## src/rtl/sha256_pkg.sv

```systemverilog
`default_nettype none
package sha256_pkg;

    localparam int unsigned WordW   = 32;
    localparam int unsigned CountW  = 3;
    localparam int unsigned IndexW  = 3;
    localparam int unsigned LenW    = 64;
    localparam int unsigned BlkWords = 16;
    localparam int unsigned Rounds  = 64;

    typedef logic [WordW-1:0] t_word;

    localparam t_word PadMarker = 32'h8000_0000;

    localparam t_word InitHash [8] = '{
        32'h6a09e667, 32'hbb67ae85, 32'h3c6ef372, 32'ha54ff53a,
        32'h510e527f, 32'h9b05688c, 32'h1f83d9ab, 32'h5be0cd19
    };

    localparam t_word RoundK [64] = '{
        32'h428a2f98, 32'h71374491, 32'hb5c0fbcf, 32'he9b5dba5, 32'h3956c25b, 32'h59f111f1,
        32'h923f82a4, 32'hab1c5ed5, 32'hd807aa98, 32'h12835b01, 32'h243185be, 32'h550c7dc3,
        32'h72be5d74, 32'h80deb1fe, 32'h9bdc06a7, 32'hc19bf174, 32'he49b69c1, 32'hefbe4786,
        32'h0fc19dc6, 32'h240ca1cc, 32'h2de92c6f, 32'h4a7484aa, 32'h5cb0a9dc, 32'h76f988da,
        32'h983e5152, 32'ha831c66d, 32'hb00327c8, 32'hbf597fc7, 32'hc6e00bf3, 32'hd5a79147,
        32'h06ca6351, 32'h14292967, 32'h27b70a85, 32'h2e1b2138, 32'h4d2c6dfc, 32'h53380d13,
        32'h650a7354, 32'h766a0abb, 32'h81c2c92e, 32'h92722c85, 32'ha2bfe8a1, 32'ha81a664b,
        32'hc24b8b70, 32'hc76c51a3, 32'hd192e819, 32'hd6990624, 32'hf40e3585, 32'h106aa070,
        32'h19a4c116, 32'h1e376c08, 32'h2748774c, 32'h34b0bcb5, 32'h391c0cb3, 32'h4ed8aa4a,
        32'h5b9cca4f, 32'h682e6ff3, 32'h748f82ee, 32'h78a5636f, 32'h84c87814, 32'h8cc70208,
        32'h90befffa, 32'ha4506ceb, 32'hbef9a3f7, 32'hc67178f2
    };

    // Control from the sequencer to the round unit
    typedef struct packed {
        logic       load;   // copy chain into working vars
        logic       round;  // run one round
        logic       fold;   // add working vars into chain
        logic       init;   // restore initial chain
        logic [5:0] rnd;    // round number
    } t_rnd_ctl;

endpackage
`default_nettype wire

```

## src/rtl/sha256_if.sv

```systemverilog
`default_nettype none
interface sha256_in_if;
    logic                           valid;
    logic                           ready;
    logic [sha256_pkg::WordW-1:0]   data_word;
    logic [sha256_pkg::CountW-1:0]  byte_count;
    logic                           last_item;
    modport source (output valid, data_word, byte_count, last_item, input ready);
    modport sink (input valid, data_word, byte_count, last_item, output ready);
endinterface

interface sha256_out_if;
    logic                           valid;
    logic                           ready;
    logic [sha256_pkg::WordW-1:0]   digest_word;
    logic [sha256_pkg::IndexW-1:0]  word_index;
    logic                           last_word;
    modport source (output valid, digest_word, word_index, last_word, input ready);
    modport sink (input valid, digest_word, word_index, last_word, output ready);
endinterface
`default_nettype wire

```

## src/rtl/sha256_round.sv

```systemverilog
`default_nettype none
// Shared round unit: message schedule window, working vars and chain hash.
module sha256_round (
    input  wire                     i_clk,
    input  wire                     i_rst_n,
    input  sha256_pkg::t_rnd_ctl    i_ctl,
    input  wire                     i_wr,      // shift a block word into the window
    input  sha256_pkg::t_word       i_wr_word,
    input  wire  [2:0]              i_rd_idx,
    output sha256_pkg::t_word       o_rd_word
);
    sha256_pkg::t_word r_w [16];
    sha256_pkg::t_word r_v [8];
    sha256_pkg::t_word r_h [8];

    sha256_pkg::t_word a, b, c, d, e, f, g, h;
    sha256_pkg::t_word s0, s1, w_new, w_cur, t1, t2, x, y;

    always_comb begin
        a = r_v[0]; b = r_v[1]; c = r_v[2]; d = r_v[3];
        e = r_v[4]; f = r_v[5]; g = r_v[6]; h = r_v[7];
        x = r_w[1];
        y = r_w[14];
        s0 = {x[6:0], x[31:7]} ^ {x[17:0], x[31:18]} ^ (x >> 3);
        s1 = {y[16:0], y[31:17]} ^ {y[18:0], y[31:19]} ^ (y >> 10);
        w_new = r_w[0] + s0 + r_w[9] + s1;
        // first sixteen rounds use the loaded words as they are
        w_cur = r_w[0];
        t1 = h + ({e[5:0], e[31:6]} ^ {e[10:0], e[31:11]} ^ {e[24:0], e[31:25]})
               + ((e & f) ^ (~e & g)) + sha256_pkg::RoundK[i_ctl.rnd] + w_cur;
        t2 = ({a[1:0], a[31:2]} ^ {a[12:0], a[31:13]} ^ {a[21:0], a[31:22]})
               + ((a & b) ^ (a & c) ^ (b & c));
    end

    // Advance the schedule window: load words, or slide with a new expanded word
    always_ff @(posedge i_clk) begin
        if (i_wr || i_ctl.round) begin
            for (int i = 0; i < 15; i++) r_w[i] <= r_w[i+1];
            r_w[15] <= i_wr ? i_wr_word : w_new;
        end
    end

    // Working vars
    always_ff @(posedge i_clk) begin
        if (i_ctl.load) begin
            for (int i = 0; i < 8; i++) r_v[i] <= r_h[i];
        end else if (i_ctl.round) begin
            r_v[7] <= g; r_v[6] <= f; r_v[5] <= e; r_v[4] <= d + t1;
            r_v[3] <= c; r_v[2] <= b; r_v[1] <= a; r_v[0] <= t1 + t2;
        end
    end

    // Chain hash
    always_ff @(posedge i_clk) begin
        if (!i_rst_n || i_ctl.init) begin
            for (int i = 0; i < 8; i++) r_h[i] <= sha256_pkg::InitHash[i];
        end else if (i_ctl.fold) begin
            for (int i = 0; i < 8; i++) r_h[i] <= r_h[i] + r_v[i];
        end
    end

    assign o_rd_word = r_h[i_rd_idx];

    property p_no_overlap;
        @(posedge i_clk) disable iff (!i_rst_n) !(i_ctl.load && i_ctl.round);
    endproperty
    a_no_overlap: assert property (p_no_overlap) else $error("load and round together");

    property p_no_wr_round;
        @(posedge i_clk) disable iff (!i_rst_n) !(i_wr && i_ctl.round);
    endproperty
    a_no_wr_round: assert property (p_no_wr_round) else $error("write during round");

    property p_fold_after_round;
        @(posedge i_clk) disable iff (!i_rst_n) i_ctl.fold |-> $past(i_ctl.round);
    endproperty
    a_fold_after_round: assert property (p_fold_after_round) else $error("fold without round");
endmodule
`default_nettype wire

```

## src/rtl/sha256_stream_hasher.sv

```systemverilog
`default_nettype none
// SHA-256 over a byte stream of big-endian 32-bit words. A word not marked
// last is taken as four bytes; the sixteenth of a block starts a 64-round
// compression (one round per cycle on a single shared round unit, plus load
// and fold) during which the input is not ready. A last word adds the
// padding one word per cycle, runs one or two compressions, then offers the
// eight digest words, index 0 first, the eighth marked last.
module sha256_stream_hasher (
    input  wire                 i_clk,
    input  wire                 i_rst_n,
    sha256_in_if.sink           i_in,
    sha256_out_if.source        o_out
);
    localparam logic [2:0] S_IN   = 3'd0;
    localparam logic [2:0] S_PAD  = 3'd1;
    localparam logic [2:0] S_LOAD = 3'd2;
    localparam logic [2:0] S_RND  = 3'd3;
    localparam logic [2:0] S_FOLD = 3'd4;
    localparam logic [2:0] S_OUT  = 3'd5;

    logic [2:0]  r_state, n_state;
    logic [3:0]  r_fill, n_fill;
    logic [63:0] r_bits, n_bits;
    logic [5:0]  r_rnd, n_rnd;
    logic        r_fin, n_fin;   // message ended; padding phase
    logic [2:0]  r_oidx, n_oidx;
    logic        r_mark, n_mark; // full last word: marker word still to come
    logic        r_len, n_len;   // length high word placed in this block

    sha256_pkg::t_rnd_ctl ctl;
    logic                 wr;
    sha256_pkg::t_word    wr_word, rd_word, last_word_v;
    logic [2:0]           cnt;
    logic                 acc;

    sha256_round u_round (
        .i_clk    (i_clk),
        .i_rst_n  (i_rst_n),
        .i_ctl    (ctl),
        .i_wr     (wr),
        .i_wr_word(wr_word),
        .i_rd_idx (r_oidx),
        .o_rd_word(rd_word)
    );

    assign i_in.ready = (r_state == S_IN);
    assign acc = i_in.valid && i_in.ready;
    assign cnt = (i_in.byte_count > 3'd4) ? 3'd4 : i_in.byte_count;

    // Mask partial word and place the marker
    always_comb begin
        unique case (cnt)
            3'd0:    last_word_v = 32'h8000_0000;
            3'd1:    last_word_v = {i_in.data_word[31:24], 24'h80_0000};
            3'd2:    last_word_v = {i_in.data_word[31:16], 16'h8000};
            3'd3:    last_word_v = {i_in.data_word[31:8], 8'h80};
            default: last_word_v = i_in.data_word;
        endcase
    end

    assign o_out.valid       = (r_state == S_OUT);
    assign o_out.digest_word = rd_word;
    assign o_out.word_index  = r_oidx;
    assign o_out.last_word   = (r_oidx == 3'd7);

    // Sequencer
    always_comb begin
        n_state = r_state; n_fill = r_fill; n_bits = r_bits; n_rnd = r_rnd;
        n_fin = r_fin; n_oidx = r_oidx; n_mark = r_mark; n_len = r_len;
        wr = 1'b0; wr_word = i_in.data_word;
        ctl = '0; ctl.rnd = r_rnd;
        unique case (r_state)
            S_IN: begin
                if (acc) begin
                    wr = 1'b1;
                    n_fill = r_fill + 4'd1;
                    if (!i_in.last_item) begin
                        n_bits = r_bits + 64'd32;
                        if (r_fill == 4'd15) n_state = S_LOAD;
                    end else begin
                        n_bits = r_bits + {58'd0, cnt, 3'd0};
                        n_fin = 1'b1;
                        wr_word = last_word_v;
                        // a full last word still needs its marker word
                        n_mark = (cnt == 3'd4);
                        n_len = 1'b0;
                        n_state = (r_fill == 4'd15) ? S_LOAD : S_PAD;
                    end
                end
            end
            S_PAD: begin
                wr = 1'b1;
                n_fill = r_fill + 4'd1;
                if (r_mark) begin
                    wr_word = sha256_pkg::PadMarker;
                    n_mark = 1'b0;
                end else if (r_fill == 4'd14) begin
                    wr_word = r_bits[63:32];
                    n_len = 1'b1;
                end else if (r_fill == 4'd15 && r_len) begin
                    wr_word = r_bits[31:0];
                end else begin
                    wr_word = '0;
                end
                if (r_fill == 4'd15) n_state = S_LOAD;
            end
            S_LOAD: begin
                ctl.load = 1'b1; n_rnd = '0; n_state = S_RND;
            end
            S_RND: begin
                ctl.round = 1'b1; n_rnd = r_rnd + 6'd1;
                if (r_rnd == 6'd63) n_state = S_FOLD;
            end
            S_FOLD: begin
                ctl.fold = 1'b1; n_fill = '0;
                if (!r_fin) n_state = S_IN;
                else if (r_len) n_state = S_OUT;
                else n_state = S_PAD;
                n_oidx = '0;
            end
            S_OUT: begin
                if (o_out.ready) begin
                    n_oidx = r_oidx + 3'd1;
                    if (r_oidx == 3'd7) begin
                        ctl.init = 1'b1; n_state = S_IN; n_fin = 1'b0;
                        n_bits = '0; n_fill = '0; n_len = 1'b0;
                    end
                end
            end
            default: n_state = S_IN;
        endcase
    end

    // Hold the state
    always_ff @(posedge i_clk) begin
        if (!i_rst_n) begin
            r_state <= S_IN; r_fill <= '0; r_bits <= '0; r_rnd <= '0;
            r_fin <= 1'b0; r_oidx <= '0; r_mark <= 1'b0; r_len <= 1'b0;
        end else begin
            r_state <= n_state; r_fill <= n_fill; r_bits <= n_bits; r_rnd <= n_rnd;
            r_fin <= n_fin; r_oidx <= n_oidx; r_mark <= n_mark; r_len <= n_len;
        end
    end

    property p_ready_idle;
        @(posedge i_clk) disable iff (!i_rst_n) o_out.valid |-> !i_in.ready;
    endproperty
    a_ready_idle: assert property (p_ready_idle) else $error("input taken during output");

    property p_out_from_fold;
        @(posedge i_clk) disable iff (!i_rst_n) $rose(o_out.valid) |-> $past(r_state == S_FOLD);
    endproperty
    a_out_from_fold: assert property (p_out_from_fold) else $error("digest without compression");

    property p_idx_start;
        @(posedge i_clk) disable iff (!i_rst_n) $rose(o_out.valid) |-> r_oidx == 3'd0;
    endproperty
    a_idx_start: assert property (p_idx_start) else $error("digest index not at zero");
endmodule
`default_nettype wire

```

## src/flat_wrapper.sv

```systemverilog
// flat-port wrapper written by rule: the top's interface ports become plain ports
module sha256_stream_hasher_flat 
  (i_clk, i_rst_n, i_in_valid, i_in_data_word, i_in_byte_count, i_in_last_item, i_in_ready, o_out_valid, o_out_digest_word, o_out_word_index, o_out_last_word, o_out_ready);
  sha256_in_if i_in_i ();
  sha256_out_if o_out_i ();
  input  wire i_clk;
  input  wire i_rst_n;
  input wire logic [$bits(i_in_i.valid)-1:0] i_in_valid;
  input wire logic [$bits(i_in_i.data_word)-1:0] i_in_data_word;
  input wire logic [$bits(i_in_i.byte_count)-1:0] i_in_byte_count;
  input wire logic [$bits(i_in_i.last_item)-1:0] i_in_last_item;
  output wire logic [$bits(i_in_i.ready)-1:0] i_in_ready;
  output wire logic [$bits(o_out_i.valid)-1:0] o_out_valid;
  output wire logic [$bits(o_out_i.digest_word)-1:0] o_out_digest_word;
  output wire logic [$bits(o_out_i.word_index)-1:0] o_out_word_index;
  output wire logic [$bits(o_out_i.last_word)-1:0] o_out_last_word;
  input wire logic [$bits(o_out_i.ready)-1:0] o_out_ready;
  assign i_in_i.valid = i_in_valid;
  assign i_in_i.data_word = i_in_data_word;
  assign i_in_i.byte_count = i_in_byte_count;
  assign i_in_i.last_item = i_in_last_item;
  assign i_in_ready = i_in_i.ready;
  assign o_out_valid = o_out_i.valid;
  assign o_out_digest_word = o_out_i.digest_word;
  assign o_out_word_index = o_out_i.word_index;
  assign o_out_last_word = o_out_i.last_word;
  assign o_out_i.ready = o_out_ready;
  sha256_stream_hasher u_core (.i_clk(i_clk), .i_rst_n(i_rst_n), .i_in(i_in_i), .o_out(o_out_i));
endmodule
```

## config.mk

```make
export PLATFORM = sky130hd
export DESIGN_NAME = sha256_stream_hasher_flat
export DESIGN_NICKNAME = d
export VERILOG_FILES = /design/src/rtl/sha256_pkg.sv /design/src/rtl/sha256_if.sv /design/src/rtl/sha256_round.sv /design/src/rtl/sha256_stream_hasher.sv /design/src/flat_wrapper.sv
export SDC_FILE = /design/constraint.sdc
export NUM_CORES = 2
export LEC_CHECK = 0
export BUFFER_PORTS_ARGS = -buffer_cell sky130_fd_sc_hd__buf_2
export CORE_MARGIN = 2
export CORE_UTILIZATION = 40
export CTS_CLUSTER_DIAMETER = 80
export DETAILED_ROUTE_END_ITERATION = 8
export PLACE_DENSITY = 0.53
export SYNTH_ARGS = -nofsm -noshare
export SYNTH_HDL_FRONTEND = slang
export SYNTH_SLANG_ARGS = --single-unit
```

## constraint.sdc

```tcl
create_clock -name i_clk -period 17.96 [get_ports i_clk]
set_input_delay 2.694 -clock i_clk [delete_from_list [all_inputs] [get_ports i_clk]]
set_output_delay 2.694 -clock i_clk [all_outputs]
set_load 0.01 [all_outputs]
```

==> impl_results.md <==
- Status: finished, final reports clean
- Proportion of layout cells with a drive suffix above 1: 0.0817
- Sum Neg Setup Slack: 0 ns
- Synth Instances: 6,361
- CTS resizes: 0
- Power Internal: 6.47 mW
- Critical path arrival: 11.35 ns
- CTS Buffer Depth: 3
- Hold Path Origin: u_core.u_round.r_w[0][135]$_DFFE_PP_
- Pins Over Slew Limit: 0
- Flop pwr share: 0.329
- Die area: 175,000 sq um
- Normalized max-slew margin: 0.223
- Post-detail-place hpwl: 163,000 microns
- Setup crit end kind: flip-flop
- Leak: 29.1 nW
- Global-route wire length before repair: 323,000 microns
- Synth async-reset ratio: 0
- Worst Tran Pin Value: 1.16 ns
- Commonest non-fill, non-tap cell in the layout: edfxtp_1
- HP Class: reg -> reg
- Initial antenna violation count: 7
- Reg2reg start: u_core.r_rnd[1]$_SDFFE_PN0P_
- Initial Utilization: 0.402
- Delay-heaviest family, CP: compound AO/OA/AOI/OAI gates
- WP buf/inv: 3
- Hold Crit Depth: 0
- Most frequent cells in the layout: 1,024 x edfxtp_1, 997 x nand2_1, 416 x nor2_1
- Syn-to-layout area delta: 10.9%
- Slowest CP cell: ha_1
- Clk root buf: clkbuf_16
- Hold Fails Final Rpt: 0
- Grt ovf: 0
- Row cnt: 152
- Cts hold-fix bufs: 0
- Final Cycle Share: 0.605
- # Post-CTS Setup Buffers: 0
- Clock power share: 0.276
- Synthesized net count: 6,995
- Distinct cells, synth: 91
- Fin util: 0.445
- Switch Pwr: 3.86 mW
- CTS tree: done
- Synth warnings: 0
- Core area: 171,000 sq um
- Post-Syn Area per Cell: 10.8 sq um
- Pwr dens: 135 nW/um^2
- Post-route minimum period: 10.87 ns
- Clock Skew: 0.0458 ns
- Wire per inst: 25.2 microns
- Final setup fails: 0
- Register bit total from synthesis: 1,107
- Final wirelength: 219,000 microns
- Die W: 419 microns
- Die Y: 419 microns
- Switch share: 0.373
- Post-DRT Antenna Nets: 0
- Hold Crit Endpoint: u_core.u_round.r_w[0][103]$_DFFE_PP_
- Unrepaired setup endpoints after global routing: false
- H-tree depth: 4
- Post-Syn Area: 68,700 sq um
- Via count: 50,100
- CP max FO: 21
- Vias in the first global route: 48,300
- DRT Pass-1 Iters: 6
- Crit path required time: 18.44 ns
- R2R Setup Slk: 7.09 ns
- Max Cap Viol: 0
- Worst reg2reg endpoint: u_core.u_round.r_v[0][31]$_DFFE_PP_
- Max incr delay on CP: 0.89 ns
- Gpl congestion: 0.924
- VDD IR max: 0.000163 V
- Residual DRC count: 0
- Total GRT Usage: 0.249
- Gate power share: 0.395
- Worst-path clk slew: 0.06 ns
- Clock buffer count from CTS: 139
- EDFF count, synth: 1,024
- Clk sink count: 1,107
- Final net count: 7,005
- Max Clk Rate: 92.0 MHz
- Startpoint types: flip-flop
- I/O pin cnt: 78
- Seq/Total Area, Yosys: 0.472
- Pin count of the biggest net entering global routing: 180
- Layout fillers: 16,100
- Iteration-0 DRC Markers: 5,080
- # port buffers: 77
- Clock latency on the worst-skew pair: 0.80 ns
- Dominant synthesized flop cell: edfxtp_1
- Number of vias per cell: 5.74
- Kind of critical path: reg -> reg
- Worst-case reg-to-reg path depth: 32
-- worst register-to-register path: cells and delay by family, from the launching register on --
| family | cells | cell delay, ns |
|---|---|---|
| AO/OA/AOI/OAI | 14 | 3.87 |
| flip-flops | 1 | 0.87 |
| XOR/XNOR | 2 | 0.37 |
| buffers and inverters | 3 | 0.77 |
| AND/OR/NAND/NOR | 6 | 1.03 |
| adder cells (fa/ha/maj) | 7 | 3.67 |
-- routing by layer --
metal,track usage,part of all wire,vias to the layer above
met4,0.0859,0.035,2
li1,-,-,23000
met3,0.0310,0.060,259
met2,0.377,0.44,1628
met5,0,0.000064,-
met1,0.367,0.46,25200
-- cell type report --
cell class	count	area [sq um]	share of cell area
diodes	2	5.00	0.0000657
clock buffers	173	3640	0.0477
clock inverters	82	1040	0.0136
inverters	237	897	0.0118
multi-input cells	4748	34500	0.453
flip-flops and latches	1107	32400	0.425
well taps	2233	2790	0.0367
repair buffers	138	906	0.0119
-- Yosys cell counts, types with 59 or more instances --
| cell | instances | area share |
|---|---|---|
| ha_1 | 398 | 0.072 |
| xor2_1 | 189 | 0.024 |
| mux4_2 | 71 | 0.023 |
| a21o_1 | 159 | 0.017 |
| dfxtp_1 | 83 | 0.024 |
| edfxtp_1 | 1024 | 0.45 |
| nand2_1 | 1000 | 0.055 |
| fa_1 | 196 | 0.057 |
| o21ai_0 | 349 | 0.025 |
| nand2b_1 | 71 | 0.0065 |
| a21oi_1 | 368 | 0.027 |
| nor2b_1 | 62 | 0.0056 |
| a31oi_1 | 59 | 0.0054 |
| inv_1 | 233 | 0.013 |
| xnor2_1 | 397 | 0.051 |
| o21a_1 | 61 | 0.0067 |
| nor2_1 | 417 | 0.023 |
| nor3_1 | 123 | 0.0090 |
| clkbuf_1 | 238 | 0.013 |
| nand3_1 | 104 | 0.0076 |
| a211oi_1 | 67 | 0.0073 |
-- worst max path at each step --
stage / end / cells after the start / start
final: u_core.u_round.r_v[0][31]$_DFFE_PP_ / 32 / u_core.r_rnd[1]$_SDFFE_PN0P_
after global routing: u_core.u_round.r_v[0][31]$_DFFE_PP_ / 32 / u_core.r_rnd[1]$_SDFFE_PN0P_
after CTS: u_core.u_round.r_v[0][31]$_DFFE_PP_ / 31 / u_core.r_rnd[1]$_SDFFE_PN0P_
after detailed placement: u_core.u_round.r_v[0][31]$_DFFE_PP_ / 31 / u_core.r_rnd[1]$_SDFFE_PN0P_
after global placement: u_core.u_round.r_v[0][31]$_DFFE_PP_ / 31 / u_core.r_rnd[1]$_SDFFE_PN0P_
after floorplan: u_core.u_round.r_w[0][0]$_DFFE_PP_ / 4 / i_in_valid
-- power by group through the flow --
| stage | clock [mW] | sequential, mW | combinational [mW] |
|---|---|---|---|
| final | 2.85 | 3.40 | 4.08 |
| after global routing | 3.01 | 3.42 | 4.52 |
| after CTS | 2.91 | 3.40 | 4.02 |
| after detailed placement | 0 | 3.45 | 3.98 |
| after global placement | 0 | 3.45 | 3.97 |
| after floorplan | 0 | 3.40 | 2.92 |
-- cells by family (layout without fill, tap and decap cells) --
group                    Yosys count  in the layout  synth area share
AO/OA/AOI/OAI                   1374           1374             0.127
XOR/XNOR                         586            586            0.0747
adder cells (fa/ha/maj)          624            624             0.134
buffers and inverters            506            630            0.0279
flip-flops                      1107           1107             0.472
multiplexers                     148            148            0.0355
other                              0              2                 0
AND/OR/NAND/NOR                 2016           2016             0.130
-- metrics by stage --
step	std cells	total power [mW]	setup WS, ns	hold slack, ns	cell area (sq um)
after floorplan	6361	6.32	2.50	0.400	68700
after global placement	8463	7.41	7.47	0.400	71500
after detailed placement	8463	7.44	7.33	0.405	71500
after CTS	8718	10.3	7.31	0.410	76200
after global routing	8718	10.9	6.59	0.415	76200
final	8720	10.3	7.09	0.410	76200
-- state kept, by name, summed over array words and instances, names as in the netlist, named ones only --
register                 count
u_core.u_round.r_w         512
u_core.u_round.r_h         256
u_core.u_round.r_v         256
u_core.r_bits               61
u_core.r_rnd                 6
u_core.r_fill                4
u_core.o_out.word_index      3
u_core.r_state               3
u_core.r_fin                 1
u_core.r_len                 1
u_core.r_mark                1
(Power assumes the default switching activity.)
